[src/rtl/lru_pkg.sv]
`default_nettype none
// ----------------------------------------------------------------------------
// lru_pkg
// Shared constants, state type and controller commands for the LRU page
// replacement core.
// ----------------------------------------------------------------------------
package lru_pkg;

  localparam int unsigned LRU_FRAMES = 16;
  localparam int unsigned LRU_PAGE_W = 8;
  localparam int unsigned LRU_CNT_W  = 5;

  localparam logic [LRU_CNT_W-1:0] LRU_FC_RESET = 5'd4;

  typedef enum logic {
    ST_IDLE,
    ST_LOOKUP
  } lru_state_e;

  typedef struct packed {
    logic load;
    logic commit;
  } lru_cmd_t;

endpackage
`default_nettype wire

[src/rtl/lru_page_replacement_core.sv]
`default_nettype none
// ----------------------------------------------------------------------------
// lru_page_replacement_core
// Least-recently-used page replacement: one page reference in, one hit or
// fault report out, with the evicted page when a full set must give one up.
// ----------------------------------------------------------------------------
// Each reference first latches the page, then compares it against all
// resident pages of the recency stack in parallel and updates the stack
// and occupancy. The finished result sits in an output register, so the
// next word is taken while it waits; a new result stalls only if the previous
// one has not yet been taken. Residency is the set of valid stack entries, so
// no per-page map or clearing pass is needed. frame_count (reset 4) is read
// as 1 when zero and as FRAMES when larger; lowering it drops no page.
// ----------------------------------------------------------------------------
module lru_page_replacement_core
  import lru_pkg::*;
#(
  parameter int unsigned FRAMES = LRU_FRAMES
) (
  input  logic                  clk_i,
  input  logic                  rst_ni,
  input  logic                  cfg_we_i,
  input  logic [LRU_CNT_W-1:0]  cfg_data_i,
  input  logic                  in_valid_i,
  output logic                  in_ready_o,
  input  logic [LRU_PAGE_W-1:0] page_i,
  output logic                  out_valid_o,
  input  logic                  out_ready_i,
  output logic                  is_hit_o,
  output logic                  evicted_valid_o,
  output logic [LRU_PAGE_W-1:0] evicted_page_o,
  output logic [LRU_CNT_W-1:0]  occupied_o
);

  lru_cmd_t cmd;

  lru_ctrl u_ctrl (
    .clk_i       (clk_i),
    .rst_ni      (rst_ni),
    .in_valid_i  (in_valid_i),
    .in_ready_o  (in_ready_o),
    .out_valid_o (out_valid_o),
    .out_ready_i (out_ready_i),
    .cmd_o       (cmd)
  );

  lru_dp #(
    .FRAMES (FRAMES)
  ) u_dp (
    .clk_i           (clk_i),
    .rst_ni          (rst_ni),
    .cmd_i           (cmd),
    .cfg_we_i        (cfg_we_i),
    .cfg_data_i      (cfg_data_i),
    .page_i          (page_i),
    .is_hit_o        (is_hit_o),
    .evicted_valid_o (evicted_valid_o),
    .evicted_page_o  (evicted_page_o),
    .occupied_o      (occupied_o)
  );

  a_busy_after_accept: assert property (@(posedge clk_i) disable iff (!rst_ni)
    in_valid_i && in_ready_o |=> !in_ready_o)
    else $error("input taken while lookup pending");

  a_occ_bound: assert property (@(posedge clk_i) disable iff (!rst_ni)
    out_valid_o |-> (32'(occupied_o) <= FRAMES) && (occupied_o != '0))
    else $error("occupancy out of range");

  a_evict_on_fault: assert property (@(posedge clk_i) disable iff (!rst_ni)
    out_valid_o && evicted_valid_o |-> !is_hit_o)
    else $error("eviction reported on a hit");

endmodule
`default_nettype wire

[src/rtl/lru_ctrl.sv]
`default_nettype none
// ----------------------------------------------------------------------------
// lru_ctrl
// Sequencer: takes a word in idle, runs the lookup cycle and hands the
// result to the output register when it is free.
// ----------------------------------------------------------------------------
module lru_ctrl
  import lru_pkg::*;
(
  input  logic     clk_i,
  input  logic     rst_ni,
  input  logic     in_valid_i,
  output logic     in_ready_o,
  output logic     out_valid_o,
  input  logic     out_ready_i,
  output lru_cmd_t cmd_o
);

  lru_state_e state_q, state_d;
  logic       out_valid_q, out_valid_d;
  logic       slot_free;

  assign slot_free = !out_valid_q || out_ready_i;

  always_comb begin
    state_d = state_q;
    unique case (state_q)
      ST_IDLE: begin
        if (in_valid_i) state_d = ST_LOOKUP;
      end
      ST_LOOKUP: begin
        if (slot_free) state_d = ST_IDLE;
      end
      default: state_d = ST_IDLE;
    endcase
  end

  always_comb begin
    in_ready_o  = 1'b0;
    cmd_o       = '0;
    out_valid_d = out_valid_q && !out_ready_i;
    unique case (state_q)
      ST_IDLE: begin
        in_ready_o = 1'b1;
        cmd_o.load = in_valid_i;
      end
      ST_LOOKUP: begin
        if (slot_free) begin
          cmd_o.commit = 1'b1;
          out_valid_d  = 1'b1;
        end
      end
      default: ;
    endcase
  end

  always_ff @(posedge clk_i or negedge rst_ni) begin
    if (!rst_ni) begin
      state_q     <= ST_IDLE;
      out_valid_q <= 1'b0;
    end else begin
      state_q     <= state_d;
      out_valid_q <= out_valid_d;
    end
  end

  assign out_valid_o = out_valid_q;

endmodule
`default_nettype wire

[src/rtl/lru_dp.sv]
`default_nettype none
// ----------------------------------------------------------------------------
// lru_dp
// Recency stack with parallel compare, frame count register, occupancy
// counter and result register.
// ----------------------------------------------------------------------------
module lru_dp
  import lru_pkg::*;
#(
  parameter int unsigned FRAMES = LRU_FRAMES
) (
  input  logic                  clk_i,
  input  logic                  rst_ni,
  input  lru_cmd_t              cmd_i,
  input  logic                  cfg_we_i,
  input  logic [LRU_CNT_W-1:0]  cfg_data_i,
  input  logic [LRU_PAGE_W-1:0] page_i,
  output logic                  is_hit_o,
  output logic                  evicted_valid_o,
  output logic [LRU_PAGE_W-1:0] evicted_page_o,
  output logic [LRU_CNT_W-1:0]  occupied_o
);

  localparam int unsigned OW = $clog2(FRAMES + 1);
  localparam int unsigned LW = (OW > LRU_CNT_W) ? OW : LRU_CNT_W;

  logic [LRU_CNT_W-1:0]  fc_q;
  logic [OW-1:0]         occ_q, occ_d, wr_pos;
  logic [LRU_PAGE_W-1:0] page_q;
  logic [LRU_PAGE_W-1:0] order_q [FRAMES];
  logic [LRU_PAGE_W-1:0] order_d [FRAMES];
  logic [FRAMES-1:0]     match, shift;
  logic [LW-1:0]         fc_ext, lim;
  logic                  hit, full, remove;

  always_comb begin
    fc_ext = LW'(fc_q);
    if (fc_ext == '0) begin
      lim = LW'(1);
    end else if (fc_ext > LW'(FRAMES)) begin
      lim = LW'(FRAMES);
    end else begin
      lim = fc_ext;
    end
  end

  always_comb begin
    for (int j = 0; j < FRAMES; j++) begin
      match[j] = (OW'(j) < occ_q) && (order_q[j] == page_q);
    end
  end

  assign hit    = |match;
  assign full   = LW'(occ_q) >= lim;
  assign remove = hit || full;
  assign occ_d  = remove ? occ_q : occ_q + OW'(1);
  assign wr_pos = occ_d - OW'(1);

  // entries at and above the removed slot move one toward the front
  always_comb begin
    for (int j = 0; j < FRAMES; j++) begin
      shift[j] = !hit || (|(match & ({FRAMES{1'b1}} >> (FRAMES - 1 - j))));
    end
  end

  always_comb begin
    for (int j = 0; j < FRAMES; j++) begin
      order_d[j] = order_q[j];
      if (remove && shift[j] && (j + 1 < FRAMES)) begin
        order_d[j] = order_q[(j + 1) % FRAMES];
      end
      if (OW'(j) == wr_pos) order_d[j] = page_q;
    end
  end

  always_ff @(posedge clk_i or negedge rst_ni) begin
    if (!rst_ni) begin
      fc_q  <= LRU_FC_RESET;
      occ_q <= '0;
    end else begin
      if (cfg_we_i) fc_q <= cfg_data_i;
      if (cmd_i.commit) occ_q <= occ_d;
    end
  end

  always_ff @(posedge clk_i) begin
    if (cmd_i.load) page_q <= page_i;
    if (cmd_i.commit) begin
      for (int j = 0; j < FRAMES; j++) order_q[j] <= order_d[j];
      is_hit_o        <= hit;
      evicted_valid_o <= !hit && full;
      evicted_page_o  <= (!hit && full) ? order_q[0] : '0;
      occupied_o      <= LRU_CNT_W'(occ_d);
    end
  end

endmodule
`default_nettype wire
[config.mk]
export PLATFORM = sky130hd
export DESIGN_NAME = lru_page_replacement_core
export DESIGN_NICKNAME = d
export VERILOG_FILES = /design/src/rtl/lru_pkg.sv /design/src/rtl/lru_page_replacement_core.sv /design/src/rtl/lru_ctrl.sv /design/src/rtl/lru_dp.sv
export SDC_FILE = /design/constraint.sdc
export NUM_CORES = 1
export LEC_CHECK = 0
export BUFFER_PORTS_ARGS = -buffer_cell sky130_fd_sc_hd__buf_4
export CAP_MARGIN = 40
export CORE_MARGIN = 3
export CORE_UTILIZATION = 58
export DETAILED_ROUTE_END_ITERATION = 12
export GPL_ROUTABILITY_DRIVEN = 0
export PLACE_DENSITY_LB_ADDON = 0.2
export SYNTH_ARGS = -nofsm -noshare
export SYNTH_HDL_FRONTEND = slang
export SYNTH_HIERARCHICAL = 1
export SYNTH_SLANG_ARGS = --single-unit
[constraint.sdc]
create_clock -name clk_i -period 4.7 [get_ports clk_i]
set_input_delay 0.47 -clock clk_i [delete_from_list [all_inputs] [get_ports clk_i]]
set_output_delay 0.47 -clock clk_i [all_outputs]
set_load 0.005 [all_outputs]
==> results.txt <==
- Yosys warnings: 6
- Overall routing resource usage: 22.48%
- Share of final-layout standard cells stronger than drive strength 1: 33.51%
- Timing analysis after detailed placement gives a worst setup slack of 473.5 ps.
- The critical path goes through buf_4, xor2_1, nor4_1, o211ai_2, and4_4, and4_4, nand2_2, mux2_2, or4_1, a21oi_1, buf_4.
- Max H-tree Level: 4
- Net switching is 33.07% of the power.
* Pin count of the biggest net entering global routing: 33
* Number of distinct standard cells referenced by the synthesized netlist: 70
- The final critical path takes up 91.39% of the cycle.
- Post-synthesis net count: 730
* Result of the run: finished, final reports clean
- For this run, the slowest stage of the critical path takes 910 ps.
- Worst-path clk slew: 60 ps
- Worst slew slack as a fraction of its limit: 43.27%
- Worst setup slack for register-to-register paths: 400 ps
- After legalization and detailed placement, the total HPWL measured 13170 microns.
- Deepest clock path buffer count: 2
- Largest area contributor in the netlist: sky130_fd_sc_hd__edfxtp_1
- The floorplan step set the die width to 133.4 microns.
- Endpoint, Worst Hold: u_dp/page_q[5]
- Among all stages on the critical path, the largest delay is contributed by sky130_fd_sc_hd__edfxtp_1.
- For this run, the top clock speed supported by timing is 232.8 MHz.
- The clock reaches the later pin of the worst-skew pair after 420 ps.
- Final Non-Filler Cells: 954
- Average routed wire per standard cell: 20.17 microns
- Startpoint types: flip-flop
- After detailed routing, the total wire length is 19240 microns.
- The worst hold path begins at page_i[5].
* Total via count in the routed design: 5722
* Mapped Area: 9415 sq um
* Share of the yosys chip area belonging to registers: 51.36%
* Cell with the most instances after synthesis: sky130_fd_sc_hd__edfxtp_1
- Global-route wire length before repair: 31320 microns
- Area of the core region: 15540 sq um
- TritonCTS built the clock tree.
- The first detailed-routing pass ran for 5 iterations.
* Met3 routing resource usage after global routing: 4.418%
- Data on the critical path arrives at its endpoint at 4420 ps.
- VDD sags by at most 289.2 uV.
- Total power consumption of the routed design: 0.005603 W
* Avg Cell Area, Syn: 13.34 sq um
* DRC violation count after routing: 0
- Global routing used 28.47% of the available met1 tracks.
* IO Pins: 35
- The number of antenna violations at the first check in global routing was 0.
- Clock period minus final worst setup slack: 4295 ps
- For this block, the initial DRC count from the detailed router was 432.
- Dividing the detail-routed via count by the number of cells gives 5.998.
- Final hold violation count: 0
- Max Clock Skew: 9.068 ps
* Starting density of the core: 60.59%
* Main synth FF type: sky130_fd_sc_hd__edfxtp_1
* Top cells by count, synth: 151 x sky130_fd_sc_hd__edfxtp_1, 120 x sky130_fd_sc_hd__mux2_2, 94 x sky130_fd_sc_hd__xnor2_1
- In this run the power spent charging and discharging nets is 0.001853 W.
- The count of buffers added on input and output ports is 34.
- Post-synthesis instance total: 706
* Pins over their slew limit: 0
- Die ar.: 17800 sq um
- The die is 133.4 microns tall.
* Share of total power in sequential cells: 40.7%
- The endpoint identified for the worst register-to-register timing path is u_dp/order_q[0][33].
- Buffers inserted during clock tree synthesis total 17.
* Cell chosen for the clock root: sky130_fd_sc_hd__clkbuf_16
* Power per standard cell area: 538.0 nW/um^2
- N_diodes: 0
* Share of power burned in combinational logic: 32.0%
* Unrepaired setup endpoints after global routing: false
* Number of cells on the worst hold path: 1
- Critical path endpoint category: flip-flop
* Number of sinks on the clock net: 163
- Worst hold path class: in -> reg
- Post-synthesis to final-layout area growth: 10.62%
* Final critical-path setup slack: 404.8 ps
- Including well taps, the total number of placed cells is 921.
- In this run the post-CTS setup repair buffer count came out at 0.
- Counting flops and latches in the post-synthesis netlist gives 163.
- Top-area cell type share of the netlist area: 48.16%
- For this design the static power due to leakage is 3.603 nW.
- Fill cell total of the finished layout: 1095
* Total congestion overflow after global routing: 0
* # rows: 45
- The internal portion of the total power is 0.003751 W.
- R2R depth: 11
* Nets: 754
- Across the run, the number of max-cap violations was 0.
- Via count of the first global-routing pass: 5913
* Worst-Margin Slew: 851.0 ps
- Synth area leaders: sky130_fd_sc_hd__edfxtp_1 48%, sky130_fd_sc_hd__mux2_2 14%, sky130_fd_sc_hd__xnor2_1 8.7%, sky130_fd_sc_hd__xor2_1 4.5%, sky130_fd_sc_hd__dfrtp_1 2.9%
- Setup violations remaining at the end of the flow were counted as 0.
- Layer with the highest usage after global routing: met2
* DP Area: 9752 sq um
* Critical path data required time: 4830 ps
* Met2 track demand over resource: 38.54%
* Start-to-end type of the worst setup path: reg -> reg
- The count of nets left with antenna violations once routing finished came out at 0.
- In this run, the clock network consumes 27.3% of the power.
- Counting flops with an async set or reset pin after synthesis yields a share of 7.362%.
- Once layout is done, the placed cells without fillers occupy 10420 sq um.
- Setup total negative slack on the finished layout was measured at 0 ps.
- The startpoint identified for the worst register-to-register timing path is u_dp/page_q[6].
- Maximum net fanout on the critical path: 20
- Yosys mapped a number of flops with a built-in enable equal to 151.
==> critical path: cells and delay by family (launching register included) <==
kind	cells	cell delay (ps)
buf+inv	2	490
simple gates	5	1680
mux	1	400
compound gates	2	450
xor+xnor	1	80
flops	1	910
==> power groups by stage <==
stage / Sequential (W) / Clock [W] / Combinational (W)
floorplan: 0.00220 / 0 / 0.00141
global placement: 0.00229 / 0 / 0.00173
detailed placement: 0.00231 / 0 / 0.00176
CTS: 0.00228 / 0.00155 / 0.00178
global route: 0.00232 / 0.00161 / 0.00194
finish: 0.00228 / 0.00153 / 0.00179
==> logic make-up (layout without fill, tap and decap cells) <==
group,Yosys count,count (layout),synth area share [%]
flip-flops,163,163,51.36
XOR/XNOR,142,142,13.21
buffers and inverters,62,99,4.306
adder cells (fa/ha/maj),6,6,0.7973
multiplexers,128,128,15.57
AND/OR/NAND/NOR,136,136,8.704
AO/OA/AOI/OAI,69,69,6.047
==> what timing repair did <==
action,4_1_cts,5_1_grt
endpoints found under the hold margin,11,0
endpoints found under the setup margin,0,0
hold buffers,1,0
gates resized for setup,0,0
==> layout make-up <==
cell class / count / area (sq um) / share of cell area (%)
Sequential cell: 163 / 4836 / 46.43
Timing Repair Buffer: 59 / 457.9 / 4.397
Tap cell: 211 / 264.0 / 2.535
Clock buffer: 17 / 425.4 / 4.085
Multi-Input combinational cell: 481 / 4174 / 40.08
Inverter: 8 / 30.03 / 0.2883
Clock inverter: 15 / 227.7 / 2.186
==> per-stage QoR <==
stage	util, %	hold WS, ps
finish	67.02	218.0
global placement	62.75	313.0
detailed placement	62.75	315.4
global route	67.02	198.4
floorplan	-	174.4
CTS	67.02	201.7
==> worst max path at each step <==
stage | startpoint | end | cells past startpoint
finish | u_dp/page_q[6] | u_dp/order_q[0][33] | 11
global route | u_dp/page_q[6] | u_dp/order_q[1][54] | 10
CTS | u_dp/page_q[6] | u_dp/order_q[0][33] | 11
detailed placement | u_dp/page_q[6] | u_dp/order_q[1][7] | 10
global placement | u_dp/page_q[6] | u_dp/order_q[0][33] | 11
floorplan | u_dp/occ_q[0] | u_dp/order_q[0][32] | 15
==> state kept, by name, indices dropped and copies added, names as in the netlist <==
| signal | flops |
|---|---|
| u_dp/occ_q | 5 |
| u_ctrl/out_valid_o | 1 |
| u_ctrl/state_q | 1 |
| u_dp/page_q | 8 |
| u_dp/occupied_o | 5 |
| u_dp/fc_ext | 5 |
| u_dp/evicted_valid_o | 1 |
| u_dp/evicted_page_o | 8 |
| u_dp/is_hit_o | 1 |
| u_dp/order_q | 128 |
==> per-layer routing <==
metal / routed length (microns) / vias to the layer above
li1: - / 2662
met1: 8311 / 2867
met2: 9751 / 152
met3: 755 / 41
met4: 424 / 0
met5: 0 / -
==> cells in the final DEF (no fill, tap or decap), drive strengths merged, types with 15 or more instances in the layout <==
| cell | netlist | routed |
|---|---|---|
| nand4 | 22 | 22 |
| buf | 41 | 58 |
| nand2 | 19 | 19 |
| mux2 | 127 | 127 |
| nor2 | 21 | 21 |
| a21oi | 19 | 19 |
| xnor2 | 94 | 94 |
| edfxtp | 151 | 151 |
| clkbuf | 13 | 17 |
| xor2 | 48 | 48 |
| nor3 | 15 | 15 |
| nor4 | 16 | 16 |
Note: power is estimated with default switching activity, not from simulation.
